--- src/rtl/lge_pkg.sv ---
`default_nettype none
// ----------------------------------------------------------------------------
// Life generation engine package
// Grid dimensions, rule constants and request codes shared by the engine.
// ----------------------------------------------------------------------------
package lge_pkg;

    // Grid dimensions: one stored word per row, one bit per column.
    localparam int unsigned ROWS = 32;
    localparam int unsigned COLS = 64;

    // Address width of the row store.
    localparam int unsigned ROW_AW = $clog2(ROWS);

    // Field widths of the transfer payload.
    localparam int unsigned KIND_W  = 2;
    localparam int unsigned INDEX_W = 5;
    localparam int unsigned DATA_W  = 64;

    // Neighbour count rule.
    localparam logic [3:0] BIRTH_COUNT  = 4'd3;
    localparam logic [3:0] SURVIVE_LOW  = 4'd2;
    localparam logic [3:0] SURVIVE_HIGH = 4'd3;

    // Request codes carried in the kind field.
    localparam logic [KIND_W-1:0] KIND_WRITE   = 2'd0;
    localparam logic [KIND_W-1:0] KIND_READ    = 2'd1;
    localparam logic [KIND_W-1:0] KIND_ADVANCE = 2'd2;

endpackage
`default_nettype wire

--- src/rtl/lge_ram.sv ---
`default_nettype none
// ----------------------------------------------------------------------------
// Generic simple dual-port RAM
// One write port and one read port with registered read data.
// ----------------------------------------------------------------------------
module lge_ram #(
    parameter int unsigned WIDTH = 64,
    parameter int unsigned DEPTH = 32
) (
    input  wire                                       aclk,
    input  wire                                       wr_en,
    input  wire [((DEPTH > 1) ? $clog2(DEPTH) : 1)-1:0] wr_addr,
    input  wire [WIDTH-1:0]                           wr_data,
    input  wire                                       rd_en,
    input  wire [((DEPTH > 1) ? $clog2(DEPTH) : 1)-1:0] rd_addr,
    output logic [WIDTH-1:0]                          rd_data
);

    logic [WIDTH-1:0] mem_reg [DEPTH];
    logic [WIDTH-1:0] rd_data_reg;

    // Write port.
    always_ff @(posedge aclk) begin
        if (wr_en) begin
            mem_reg[wr_addr] <= wr_data;
        end
    end

    // Registered read port.
    always_ff @(posedge aclk) begin
        if (rd_en) begin
            rd_data_reg <= mem_reg[rd_addr];
        end
    end

    assign rd_data = rd_data_reg;

endmodule
`default_nettype wire

--- src/rtl/lge_cell.sv ---
`default_nettype none
// ----------------------------------------------------------------------------
// Life cell lane
// Counts the eight neighbours of one cell and applies the birth and
// survival rule.
// ----------------------------------------------------------------------------
module lge_cell (
    input  wire [7:0] neighbours,
    input  wire       alive,
    output logic      next_alive
);

    logic [3:0] count;

    // Population count of the neighbourhood.
    always_comb begin
        count = 4'd0;
        for (int i = 0; i < 8; i++) begin
            count = count + {3'b000, neighbours[i]};
        end
    end

    // A live cell survives on two or three; a dead cell is born on three.
    always_comb begin
        if (alive) begin
            next_alive = (count >= lge_pkg::SURVIVE_LOW) && (count <= lge_pkg::SURVIVE_HIGH);
        end else begin
            next_alive = (count == lge_pkg::BIRTH_COUNT);
        end
    end

endmodule
`default_nettype wire

--- src/rtl/lge_row_update.sv ---
`default_nettype none
// ----------------------------------------------------------------------------
// Row update
// One cell lane per column computes the next generation of a row from the
// rows above, at and below it; the lanes are merged into one row word.
// ----------------------------------------------------------------------------
module lge_row_update (
    input  wire  [lge_pkg::COLS-1:0] above,
    input  wire  [lge_pkg::COLS-1:0] here,
    input  wire  [lge_pkg::COLS-1:0] below,
    output logic [lge_pkg::COLS-1:0] fresh
);

    // Rows padded with a dead column on each side, so column c sits at c+1.
    logic [lge_pkg::COLS+1:0] above_pad;
    logic [lge_pkg::COLS+1:0] here_pad;
    logic [lge_pkg::COLS+1:0] below_pad;
    logic [lge_pkg::COLS-1:0] lane_out;

    assign above_pad = {1'b0, above, 1'b0};
    assign here_pad  = {1'b0, here, 1'b0};
    assign below_pad = {1'b0, below, 1'b0};

    // One lane per column.
    for (genvar c = 0; c < lge_pkg::COLS; c++) begin : g_lane
        lge_cell u_cell (
            .neighbours ({above_pad[c], above_pad[c+1], above_pad[c+2],
                          here_pad[c],                  here_pad[c+2],
                          below_pad[c], below_pad[c+1], below_pad[c+2]}),
            .alive      (here[c]),
            .next_alive (lane_out[c])
        );
    end

    // Merge the lane results into the new row word.
    assign fresh = lane_out;

endmodule
`default_nettype wire

--- src/rtl/life_generation_engine.sv ---
`default_nettype none
// ----------------------------------------------------------------------------
// Life generation engine
// Stores a grid of Life cells, one RAM word per row, and serves row writes,
// row reads and whole-grid generation steps.
// ----------------------------------------------------------------------------
// Request path: a write or unused kind passes through ST_FINISH, a read
// through ST_RDWAIT and ST_FINISH, an advance through the ST_SWEEP row sweep
// and ST_FINISH; ST_FINISH loads the output register, which holds the result.
// One item is in work at a time; the output register lets the next item
// enter while a result still waits, and ST_FINISH waits while it is occupied.
// Reset clears control state and the row valid bits, so every row reads dead.
// ----------------------------------------------------------------------------
module life_generation_engine (
    input  wire                          aclk,
    input  wire                          aresetn,
    input  wire                          s_valid,
    output logic                         s_ready,
    input  wire  [lge_pkg::KIND_W-1:0]   s_kind,
    input  wire  [lge_pkg::INDEX_W-1:0]  s_row_index,
    input  wire  [lge_pkg::DATA_W-1:0]   s_row_cells,
    output logic                         m_valid,
    input  wire                          m_ready,
    output logic [lge_pkg::DATA_W-1:0]   m_row_cells_out
);

    localparam int unsigned STEP_W    = $clog2(lge_pkg::ROWS + 2);
    localparam int unsigned LAST_STEP = lge_pkg::ROWS + 1;

    typedef enum logic [3:0] {
        ST_IDLE   = 4'b0001,
        ST_RDWAIT = 4'b0010,
        ST_SWEEP  = 4'b0100,
        ST_FINISH = 4'b1000
    } state_t;

    state_t                       state_reg, state_next;
    logic [STEP_W-1:0]            step_reg, step_next;
    logic [lge_pkg::COLS-1:0]     above_reg, above_next;
    logic [lge_pkg::COLS-1:0]     here_reg, here_next;
    logic                         rd_ok_reg, rd_ok_next;
    logic [lge_pkg::ROWS-1:0]     valid_reg, valid_next;
    logic [lge_pkg::DATA_W-1:0]   result_reg, result_next;
    logic                         m_valid_reg, m_valid_next;
    logic [lge_pkg::DATA_W-1:0]   m_data_reg, m_data_next;

    logic                         ram_wr_en;
    logic [lge_pkg::ROW_AW-1:0]   ram_wr_addr;
    logic [lge_pkg::COLS-1:0]     ram_wr_data;
    logic                         ram_rd_en;
    logic [lge_pkg::ROW_AW-1:0]   ram_rd_addr;
    logic [lge_pkg::COLS-1:0]     ram_rd_data;

    logic                         in_range;
    logic [lge_pkg::ROW_AW-1:0]   in_addr;
    logic [lge_pkg::COLS-1:0]     below_row;
    logic [lge_pkg::COLS-1:0]     fresh_row;

    // Row store.
    lge_ram #(
        .WIDTH (lge_pkg::COLS),
        .DEPTH (lge_pkg::ROWS)
    ) u_ram (
        .aclk    (aclk),
        .wr_en   (ram_wr_en),
        .wr_addr (ram_wr_addr),
        .wr_data (ram_wr_data),
        .rd_en   (ram_rd_en),
        .rd_addr (ram_rd_addr),
        .rd_data (ram_rd_data)
    );

    // Next-generation lanes for the row in the middle of the window.
    lge_row_update u_row_update (
        .above (above_reg),
        .here  (here_reg),
        .below (below_row),
        .fresh (fresh_row)
    );

    // Request decode.
    assign in_range  = (32'(s_row_index) < lge_pkg::ROWS);
    assign in_addr   = lge_pkg::ROW_AW'(s_row_index);
    assign below_row = rd_ok_reg ? ram_rd_data : '0;

    // Sequencer and window control.
    always_comb begin
        state_next   = state_reg;
        step_next    = step_reg;
        above_next   = above_reg;
        here_next    = here_reg;
        rd_ok_next   = 1'b0;
        valid_next   = valid_reg;
        result_next  = result_reg;
        m_valid_next = m_valid_reg && !m_ready;
        m_data_next  = m_data_reg;
        ram_wr_en    = 1'b0;
        ram_wr_addr  = '0;
        ram_wr_data  = '0;
        ram_rd_en    = 1'b0;
        ram_rd_addr  = '0;

        case (state_reg)
            ST_IDLE: begin
                if (s_valid) begin
                    case (s_kind)
                        lge_pkg::KIND_WRITE: begin
                            if (in_range) begin
                                ram_wr_en           = 1'b1;
                                ram_wr_addr         = in_addr;
                                ram_wr_data         = s_row_cells[lge_pkg::COLS-1:0];
                                valid_next[in_addr] = 1'b1;
                            end
                            result_next = '0;
                            state_next  = ST_FINISH;
                        end
                        lge_pkg::KIND_READ: begin
                            ram_rd_en   = 1'b1;
                            ram_rd_addr = in_addr;
                            rd_ok_next  = in_range && valid_reg[in_addr];
                            state_next  = ST_RDWAIT;
                        end
                        lge_pkg::KIND_ADVANCE: begin
                            step_next  = '0;
                            above_next = '0;
                            here_next  = '0;
                            state_next = ST_SWEEP;
                        end
                        default: begin
                            result_next = '0;
                            state_next  = ST_FINISH;
                        end
                    endcase
                end
            end
            ST_RDWAIT: begin
                result_next = rd_ok_reg ? lge_pkg::DATA_W'(ram_rd_data) : '0;
                state_next  = ST_FINISH;
            end
            ST_SWEEP: begin
                // Fetch the row that becomes the lower edge of the window.
                if (32'(step_reg) < lge_pkg::ROWS) begin
                    ram_rd_en   = 1'b1;
                    ram_rd_addr = step_reg[lge_pkg::ROW_AW-1:0];
                    rd_ok_next  = valid_reg[step_reg[lge_pkg::ROW_AW-1:0]];
                end
                // Write back the new middle row once the window is full.
                if (step_reg >= STEP_W'(2)) begin
                    ram_wr_en               = 1'b1;
                    ram_wr_addr             = lge_pkg::ROW_AW'(step_reg - STEP_W'(2));
                    ram_wr_data             = fresh_row;
                    valid_next[ram_wr_addr] = 1'b1;
                end
                above_next = here_reg;
                here_next  = below_row;
                if (step_reg == STEP_W'(LAST_STEP)) begin
                    result_next = '0;
                    state_next  = ST_FINISH;
                end else begin
                    step_next = step_reg + STEP_W'(1);
                end
            end
            ST_FINISH: begin
                if (!m_valid_reg || m_ready) begin
                    m_valid_next = 1'b1;
                    m_data_next  = result_reg;
                    state_next   = ST_IDLE;
                end
            end
            default: begin
                state_next = ST_IDLE;
            end
        endcase
    end

    // Control registers.
    always_ff @(posedge aclk) begin
        if (!aresetn) begin
            state_reg   <= ST_IDLE;
            rd_ok_reg   <= 1'b0;
            valid_reg   <= '0;
            m_valid_reg <= 1'b0;
        end else begin
            state_reg   <= state_next;
            rd_ok_reg   <= rd_ok_next;
            valid_reg   <= valid_next;
            m_valid_reg <= m_valid_next;
        end
    end

    // Datapath registers.
    always_ff @(posedge aclk) begin
        step_reg   <= step_next;
        above_reg  <= above_next;
        here_reg   <= here_next;
        result_reg <= result_next;
        m_data_reg <= m_data_next;
    end

    assign s_ready         = (state_reg == ST_IDLE);
    assign m_valid         = m_valid_reg;
    assign m_row_cells_out = m_data_reg;

    // The sweep never writes the row it is fetching in the same cycle.
    a_sweep_ports_apart: assert property (@(posedge aclk) disable iff (!aresetn)
        (ram_wr_en && ram_rd_en) |-> (ram_wr_addr != ram_rd_addr))
        else $error("row store read and write collide during sweep");

    // The step counter stays within the sweep length.
    a_step_bound: assert property (@(posedge aclk) disable iff (!aresetn)
        (state_reg == ST_SWEEP) |-> (32'(step_reg) <= LAST_STEP))
        else $error("sweep step counter overran");

    // Every row has been rewritten once a sweep completes.
    a_sweep_fills_grid: assert property (@(posedge aclk) disable iff (!aresetn)
        (state_reg == ST_SWEEP && step_reg == STEP_W'(LAST_STEP)) |=> (&valid_reg))
        else $error("sweep left a row unwritten");

    // A finished result moves to the output register when it is free.
    a_finish_presents: assert property (@(posedge aclk) disable iff (!aresetn)
        (state_reg == ST_FINISH && (!m_valid_reg || m_ready))
            |=> (m_valid_reg && state_reg == ST_IDLE))
        else $error("finished result not presented");

endmodule
`default_nettype wire

--- config.mk ---
export PLATFORM = sky130hd
export DESIGN_NAME = life_generation_engine
export DESIGN_NICKNAME = d
export VERILOG_FILES = /design/src/rtl/lge_pkg.sv /design/src/rtl/lge_ram.sv /design/src/rtl/lge_cell.sv /design/src/rtl/lge_row_update.sv /design/src/rtl/life_generation_engine.sv
export SDC_FILE = /design/constraint.sdc
export NUM_CORES = 2
export LEC_CHECK = 0
export ABC_CLOCK_PERIOD_IN_PS = 7600
export BUFFER_PORTS_ARGS = -buffer_cell sky130_fd_sc_hd__buf_2
export CELL_PAD_IN_SITES_DETAIL_PLACEMENT = 0
export CELL_PAD_IN_SITES_GLOBAL_PLACEMENT = 1
export CORE_ASPECT_RATIO = 0.6
export CORE_UTILIZATION = 50
export CTS_CLUSTER_DIAMETER = 30
export DETAILED_ROUTE_END_ITERATION = 7
export HOLD_SLACK_MARGIN = 0.12
export PLACE_DENSITY_LB_ADDON = 0.1
export SYNTH_ARGS = -nofsm -noshare
export SYNTH_HDL_FRONTEND = slang
export SYNTH_HIERARCHICAL = 1
export SYNTH_SLANG_ARGS = --single-unit
--- constraint.sdc ---
create_clock -name aclk -period 7.6 [get_ports aclk]
set_clock_uncertainty 0.2 [all_clocks]
set_input_delay 0 -clock aclk [delete_from_list [all_inputs] [get_ports aclk]]
set_output_delay 0 -clock aclk [all_outputs]
set_load 0.02 [all_outputs]
Yosys cells after proc, flatten, opt, wreduce, memory -nomap -nowiden
Memory sizes are Yosys's and may differ from the RTL's. A register that Yosys moved wholly into a read port is not among the register bits.
Index checks and enable logic that the tools add are counted.
{"block": "totals", "n_memories": 1, "ff_bits": 300, "output_inout_bits": 66, "ramBits": 2048}
{"memory": "u_ram.mem_reg", "words": 32, "width": 64, "read_ports": 1, "rd_clocked_by_memory_dff": 1, "write_ports": 1, "line_no": "lge_ram.sv:19", "text": "logic [WIDTH-1:0] mem_reg [DEPTH];"}
{"block": "op_classes", "add_sub_neg": 443, "reduce_logical": 80, "magnitude_cmp": 135, "n_eq_ne": 79, "n_bitwise": 2, "n_mux": 122}
{"operator": "$add 4x1->4", "n": 252}
{"operator": "$mux 64", "n": 9}
{"operator": "$pmux 64 s2", "n": 3}
{"operator": "$eq 4x2->1 const B", "n": 65}
{"operator": "$ge 4x2->1 const B", "n": 64}
{"operator": "$le 4x2->1 const B", "n": 64}
{"operator": "$add 3x1->4", "n": 63}
{"operator": "$pmux 64 s3", "n": 1}
{"operator": "$add 2x1->3", "n": 63}
{"operator": "$add 1x1->2", "n": 63}
{"operator": "$mux 32", "n": 3}
{"operator": "$mux 1", "n": 81}
{"operator": "$logic_and 1x1->1", "n": 67}
{"operator": "$or 32x32->32", "n": 2}
{"operator": "$pmux 32 s2", "n": 1}
{"operator": "$mux 5", "n": 6}
{"operator": "$pmux 5 s2", "n": 2}
{"operator": "$lt 5x6->1 const B", "n": 3}
{"operator": "$mux 6", "n": 3}
{"operator": "$pmux 4 s4", "n": 1}
{"operator": "$mux 4", "n": 3}
{"operator": "$ne 2x2->1 const B", "n": 6}
{"operator": "$pmux 6 s2", "n": 1}
{"operator": "$reduce_and 4->1", "n": 3}
{"operator": "24 further kinds", "n": 32}

Depth between registers and ports, before layout
{"block": "depth", "ltp_word": 13, "depth_mapped": 16, "ltp_nobuf": 14}

Modules after synthesis
The synthesis kept the hierarchy.
{"module": "lge_ram", "seq_area_each_um2": 63420.8, "cells_per_inst": 3096, "area_per_inst_um2": 79605.1, "n_inst": 1}
{"module": "life_generation_engine", "seq_area_each_um2": 8628.3, "cells_per_inst": 1035, "area_per_inst_um2": 12906.1, "n_inst": 1}
{"module": "lge_cell", "seq_area_each_um2": 0.0, "cells_per_inst": 26, "area_per_inst_um2": 200.2, "n_inst": 64}
{"module": "lge_row_update", "seq_area_each_um2": 0.0, "cells_per_inst": 1, "area_per_inst_um2": 3.8, "n_inst": 1}

Worst setup path before layout
No wires, ideal clock.
{"block": "synth_timing", "path_kind": "reg2reg", "startpoint": "register state_reg[1]", "endpoint": "register above_reg[0] in the netlist's numbering (enable)", "arrival_ps": 6738, "path_stages_with_launch": 6, "setup_time_ps": 617, "setup_slack_ps": 45, "path_cell_list": "dfxtp_1 nor4b_2 buf_4 clkbuf_1 a21oi_1 nor2_1"}
{"block": "synth_via", "elab_chain_len": 3, "elab_cells_between_ends": 6}
{"element": "from (decl)", "line_no": "life_generation_engine.sv:37", "text": "state_t state_reg, state_next;"}
{"element": "from (signal assigned)", "line_no": "life_generation_engine.sv:184", "text": "state_reg <= state_next;"}
{"element": "$eq 4x1->1 or $eq 4x3->1 (tied branches)", "line_no": "life_generation_engine.sv:103", "text": "case (state_reg)"}
{"element": "$ne 2x1->1 (no line), or another cell as far along"}
{"element": "$reduce_and 3->1 (no line) (*)"}
{"element": "to (signal assigned)", "line_no": "life_generation_engine.sv:194", "text": "above_reg <= above_next;"}
{"element": "to (decl)", "line_no": "life_generation_engine.sv:39", "text": "logic [lge_pkg::COLS-1:0] above_reg, above_next;"}
Every way passes the cells marked *; elsewhere a longest branch is shown, timed or not.
A chain may end at the register's enable or synchronous reset.

Final worst setup path
{"block": "layout_timing", "startpoint": "register rd_ok_reg", "endpoint": "memory u_ram.mem_reg[23][27] (data pin)"}
{"block": "layout_via", "elab_chain_len": 13, "elab_cells_between_ends": 15}
{"element": "from (decl)", "line_no": "life_generation_engine.sv:41", "text": "logic rd_ok_reg, rd_ok_next;"}
{"element": "from (signal assigned)", "line_no": "life_generation_engine.sv:185", "text": "rd_ok_reg <= rd_ok_next;"}
{"element": "$mux 64 (*)", "line_no": "life_generation_engine.sv:84", "text": "assign below_row = rd_ok_reg ? ram_rd_data : '0;"}
{"element": "net below_row, one bit", "line_no": "life_generation_engine.sv:56", "text": "logic [lge_pkg::COLS-1:0] below_row;"}
{"element": "$add 1x1->2 (*)", "line_no": "lge_cell.sv:19", "text": "count = count + {3'b000, neighbours[i]};"}
{"element": "$add 2x1->3 (*)", "line_no": "lge_cell.sv:19"}
{"element": "$add 3x1->4 (*)", "line_no": "lge_cell.sv:19"}
{"element": "$add 4x1->4 (*) (4 in a row)", "line_no": "lge_cell.sv:19"}
{"element": "$ge 4x2->1 or $le 4x2->1 (tied branches)", "line_no": "lge_cell.sv:26", "text": "next_alive = (count >= lge_pkg::SURVIVE_LOW) && (count <= lge_pkg::SURVIVE_HIGH);"}
{"element": "$logic_and 1x1->1", "line_no": "lge_cell.sv:26"}
{"element": "$mux 1 (*)", "line_no": "lge_cell.sv:25", "text": "if (alive) begin"}
{"element": "net fresh_row, one bit", "line_no": "life_generation_engine.sv:57", "text": "logic [lge_pkg::COLS-1:0] fresh_row;"}
{"element": "$mux 64 (*)", "line_no": "life_generation_engine.sv:148", "text": "if (step_reg >= STEP_W'(2)) begin"}
{"element": "$pmux 64 s2 (*)", "line_no": "life_generation_engine.sv:103"}
{"element": "net ram_wr_data, one bit", "line_no": "life_generation_engine.sv:49", "text": "logic [lge_pkg::COLS-1:0] ram_wr_data;"}
{"element": "to (decl)", "line_no": "lge_ram.sv:19"}
Mark *: on every way through the listed nets, which the timed path passes. The rest lies on a longest branch.

==> tab_implementation.tex <==
\begin{tabular}{lr}
\hline
Metric & Value \\
\hline
\multicolumn{2}{l}{\textbf{Worst setup path}} \\
Required time worst endpoint & 7.87 ns \\
Ordered cell list for the critical path & nand2\_1, inv\_1, inv\_1, fa\_1, fa\_1, fa\_1, inv\_1, ha\_1, inv\_1, fa\_1, nor2\_1, a31oi\_1, nor3\_2, a22o\_1 \\
Largest stage delay on the critical path & 1.01 ns \\
Path type of the worst setup path & reg -> reg \\
Max Fanout on Critical Path & 32 \\
CP max stage cell & sky130\_fd\_sc\_hd\_\_a22o\_1 \\
Capturing point of the worst reg2reg path & u\_ram/mem\_reg[23][27] \\
Launching element type of the critical path & flip-flop \\
Endpoint type of the worst setup path & flip-flop \\
Launching point of the worst reg2reg path & rd\_ok\_reg \\
Worst-case reg-to-reg path depth & 14 \\
Register-to-Register Setup Slack & 1.87 ns \\
Endpoint arrival time on the critical path & 5.99 ns \\
\multicolumn{2}{l}{\textbf{CTS}} \\
Post-CTS sizing & 0 \\
Root buf cell & sky130\_fd\_sc\_hd\_\_clkbuf\_16 \\
Hold-fix buffers, CTS & 89 \\
CTS tree & yes \\
Clock insertion delay at the later pin of the skew report & 0.89 ns \\
Setup Fix Bufs, Post-CTS & 0 \\
Clock-pin slew reported for the worst setup and hold paths after clock tree synthesis & 0.05 ns \\
H-tree lvl count & 5 \\
Number of buffers created by CTS & 390 \\
Sink Count & 2412 \\
Max Buffers Root-to-Sink & 4 \\
\multicolumn{2}{l}{\textbf{Final layout}} \\
Core utilization of the finished layout & 0.597 \\
Non-filler instance count after layout & 9445 \\
Post-layout nets & 6879 \\
Filler Cells Inserted & 15200 \\
Area grow syn2layout & 18.7\% \\
Fraction of final layout cells sized beyond drive strength 1 & 0.264 \\
Max reg flops & 2048 \\
Final non-filler cell area & 0.125 mm\^{}2 \\
\multicolumn{2}{l}{\textbf{Min path}} \\
Startpoint of the most critical hold path & result\_reg[3] \\
Worst hold path endpoint & m\_row\_cells\_out[3] \\
Hold path depth & 0 \\
Class of the most critical hold timing path & reg -> reg \\
\multicolumn{2}{l}{\textbf{Drt}} \\
Post-route DRC violation count & 0 \\
Vias per inst & 5.93 \\
Number of DRC markers in iteration 0 & 6325 \\
Post-DRT Antenna Nets & 0 \\
Via count & 56000 \\
Final wirelength & 297 mm \\
DR pass1 iterations & 5 \\
Routed wire per std cell & 31.5 um \\
\multicolumn{2}{l}{\textbf{Logic synthesis}} \\
Simple-gate area share of the yosys netlist & 0.0373 \\
Area of the mapped netlist & 0.105 mm\^{}2 \\
Seq/Total Area, Yosys & 0.684 \\
Primary FF master, synth & sky130\_fd\_sc\_hd\_\_edfxtp\_1 \\
Most numerous cell in the Yosys netlist & sky130\_fd\_sc\_hd\_\_edfxtp\_1 \\
Share of async-settable or async-resettable flops after synthesis & 0 \\
Cells after synthesis & 5796 \\
Number of different library cells in the post-synthesis netlist & 59 \\
Seq cells post-synth & 2412 \\
Compound-Gate Fraction of Synth Area & 0.0194 \\
Synth Area in XOR/XNOR & 0.000499 \\
Biggest area contributors in the synthesized netlist & sky130\_fd\_sc\_hd\_\_edfxtp\_1, sky130\_fd\_sc\_hd\_\_mux4\_2, sky130\_fd\_sc\_hd\_\_fa\_1 \\
Mux share of post-synthesis cell area & 0.144 \\
Main combinational cell family by area after synthesis & multiplexers \\
Synth Area in Adders & 0.0728 \\
Number of flops mapped to enable cells by yosys & 2374 \\
Share of the synthesized area in the top cell type & 0.677 \\
Top cells by instance count after synthesis & sky130\_fd\_sc\_hd\_\_edfxtp\_1, sky130\_fd\_sc\_hd\_\_inv\_1, sky130\_fd\_sc\_hd\_\_mux4\_2, sky130\_fd\_sc\_hd\_\_nor2\_1, sky130\_fd\_sc\_hd\_\_fa\_1 \\
Library cell with the largest summed area after synthesis & sky130\_fd\_sc\_hd\_\_edfxtp\_1 \\
Synthesis Warnings & 6 \\
Post-Synthesis Mean Instance Area & 18.2 um\^{}2 \\
\multicolumn{2}{l}{\textbf{Placed design}} \\
Placer Congestion & 0.810 \\
Number of buffer cells added on primary ports & 140 \\
Post-DP Area & 0.111 mm\^{}2 \\
Cell total after placement & 8636 \\
Total half-perimeter wirelength after legalization and detailed placement & 169 mm \\
\multicolumn{2}{l}{\textbf{STA}} \\
Highest clock rate & 0.175 GHz \\
Final Hold Vio Count & 0 \\
Unrepaired setup endpoints after global routing & no \\
Fraction of the cycle the final worst path needs & 0.754 \\
Max-slew violations & 0 \\
Time the final worst path needs with I/O delays and setup & 5.73 ns \\
Final setup violation count & 0 \\
Transition time at the pin with the least slew margin & 1.29 ns \\
Setup TNS after final layout & 0 ns \\
Max\_slew headroom & 0.141 \\
\multicolumn{2}{l}{\textbf{Die}} \\
Number of rows created at floorplan & 130 \\
Placeable Area & 0.209 mm\^{}2 \\
Die ar. & 0.213 mm\^{}2 \\
Horiz. Die Dim & 595 um \\
Initial core utilization & 0.503 \\
Io pins & 141 \\
Vert. Die Dim & 358 um \\
\multicolumn{2}{l}{\textbf{Global route}} \\
Global-route congestion overflow total & 0 \\
Vias in the first global route & 55900 \\
Overall routing resource usage & 0.281 \\
Pin count of the biggest net entering global routing & 89 \\
Global-route wire length before repair & 418 mm \\
Number of antenna violations at the first check in global routing & 8 \\
\multicolumn{2}{l}{\textbf{Power}} \\
Power per cell area & 279 mW/mm\^{}2 \\
Cell leakage power & 43.3 nW \\
Highest ir drop seen on vdd & 236 uV \\
\multicolumn{2}{l}{\textbf{Outcome}} \\
Result of the run & complete, no violations \\
\multicolumn{2}{l}{\textbf{Run}} \\
Total of max-cap violations & 0 \\
\hline
\end{tabular}
## worst max path at each step
stage | cells past startpoint | slack (ns) | start | end
2_1_floorplan | 5 | 0.04 | state_reg[1] | above_reg[0]
3_3_place_gp | 8 | 1.19 | state_reg[1] | u_ram/rd_data[27]
3_5_place_dp | 14 | 1.91 | rd_ok_reg | u_ram/mem_reg[15][27]
4_1_cts | 14 | 1.85 | rd_ok_reg | u_ram/mem_reg[23][27]
5_1_grt | 14 | 1.50 | rd_ok_reg | u_ram/mem_reg[20][27]
6_report | 14 | 1.87 | rd_ok_reg | u_ram/mem_reg[23][27]
## per-stage QoR
| stage | worst slack [ns] | power [mW] | hold slack, ns |
|---|---|---|---|
| floorplan | 0.0450 | 16.3 | -0.0416 |
| detailed placement | 1.91 | 16.9 | 0.136 |
| CTS | 1.85 | 35.2 | 0.188 |
| global placement | 1.19 | 16.9 | 0.145 |
| global route | 1.50 | 35.9 | 0.220 |
| finish | 1.87 | 35.0 | 0.215 |
## layout make-up
class                   instances  area, um^2  area share
flip-flops and latches       2412       72100       0.576
multi-input cells            2257       29200       0.233
clock buffers                 420       10000      0.0800
clock inverters               297        3540      0.0283
well taps                    2772        3470      0.0277
repair buffers                376        3410      0.0273
inverters                     908        3410      0.0273
diodes                          3        7.51   0.0000600
## where the power goes
group | total, mW | leakage [nW] | internal, mW | switching (mW)
sequential | 14.8 | 21.9 | 14.7 | 0.0795
clock | 18.2 | 6.56 | 11.6 | 6.64
combinational | 1.94 | 14.9 | 0.781 | 1.16
## metal layers
metal  GRT usage  routed length [um]  up-vias
li1            -                   -    23100
met1       0.415              128000    29800
met2       0.427              135000     2625
met3      0.0568               25600      469
met4      0.0815                8560        4
met5           0                  27        -
## kinds of logic (layout without fill, tap and decap cells)
logic type / count (synthesis) / count (layout)
adders and majority gates: 459 / 459
xor gates and xnor gates: 6 / 6
buffers and inverters: 1132 / 2001
and+or+nand+nor: 768 / 768
muxes: 740 / 740
other: 1 / 9
DFF: 2412 / 2412
AOI/OAI and AO/OA: 278 / 278
## layout by cell type, fill, tap and decap left out, types with 13 or more instances in the layout
cell | synthesis | final
sky130_fd_sc_hd__nor3_2 | 64 | 64
sky130_fd_sc_hd__nand3_1 | 13 | 13
sky130_fd_sc_hd__a31oi_1 | 65 | 65
sky130_fd_sc_hd__buf_2 | 86 | 140
sky130_fd_sc_hd__mux2_2 | 74 | 74
sky130_fd_sc_hd__o22ai_1 | 30 | 30
sky130_fd_sc_hd__clkinv_1 | 0 | 27
sky130_fd_sc_hd__and2_1 | 73 | 73
sky130_fd_sc_hd__clkbuf_16 | 0 | 396
sky130_fd_sc_hd__nor2_1 | 321 | 287
sky130_fd_sc_hd__mux4_2 | 610 | 610
sky130_fd_sc_hd__a21oi_1 | 25 | 25
sky130_fd_sc_hd__dfxtp_1 | 38 | 37
sky130_fd_sc_hd__buf_4 | 21 | 89
sky130_fd_sc_hd__inv_8 | 0 | 21
sky130_fd_sc_hd__nor2_4 | 0 | 33
sky130_fd_sc_hd__fa_1 | 256 | 256
sky130_fd_sc_hd__clkbuf_1 | 82 | 24
sky130_fd_sc_hd__bufinv_16 | 0 | 56
sky130_fd_sc_hd__buf_12 | 0 | 57
sky130_fd_sc_hd__dlygate4sd3_1 | 0 | 89
sky130_fd_sc_hd__clkinv_2 | 0 | 52
sky130_fd_sc_hd__mux2i_1 | 56 | 56
sky130_fd_sc_hd__o21a_1 | 13 | 13
sky130_fd_sc_hd__nor2b_1 | 94 | 92
sky130_fd_sc_hd__nand2_1 | 147 | 147
sky130_fd_sc_hd__inv_6 | 0 | 60
sky130_fd_sc_hd__clkinv_4 | 0 | 35
sky130_fd_sc_hd__edfxtp_1 | 2374 | 2374
sky130_fd_sc_hd__ha_1 | 203 | 203
sky130_fd_sc_hd__a22o_1 | 76 | 71
sky130_fd_sc_hd__inv_1 | 906 | 905
sky130_fd_sc_hd__clkinvlp_4 | 0 | 38
## worst max-delay path: cells and delay by family, from the launching register on
family | cells | cell delay (ns)
buffers and inverters | 4 | 0.38
AND/OR/NAND/NOR | 3 | 0.89
flip-flops | 1 | 0.76
AO/OA/AOI/OAI | 2 | 1.11
adder cells (fa/ha/maj) | 5 | 1.94
(Power assumes the default switching activity.)
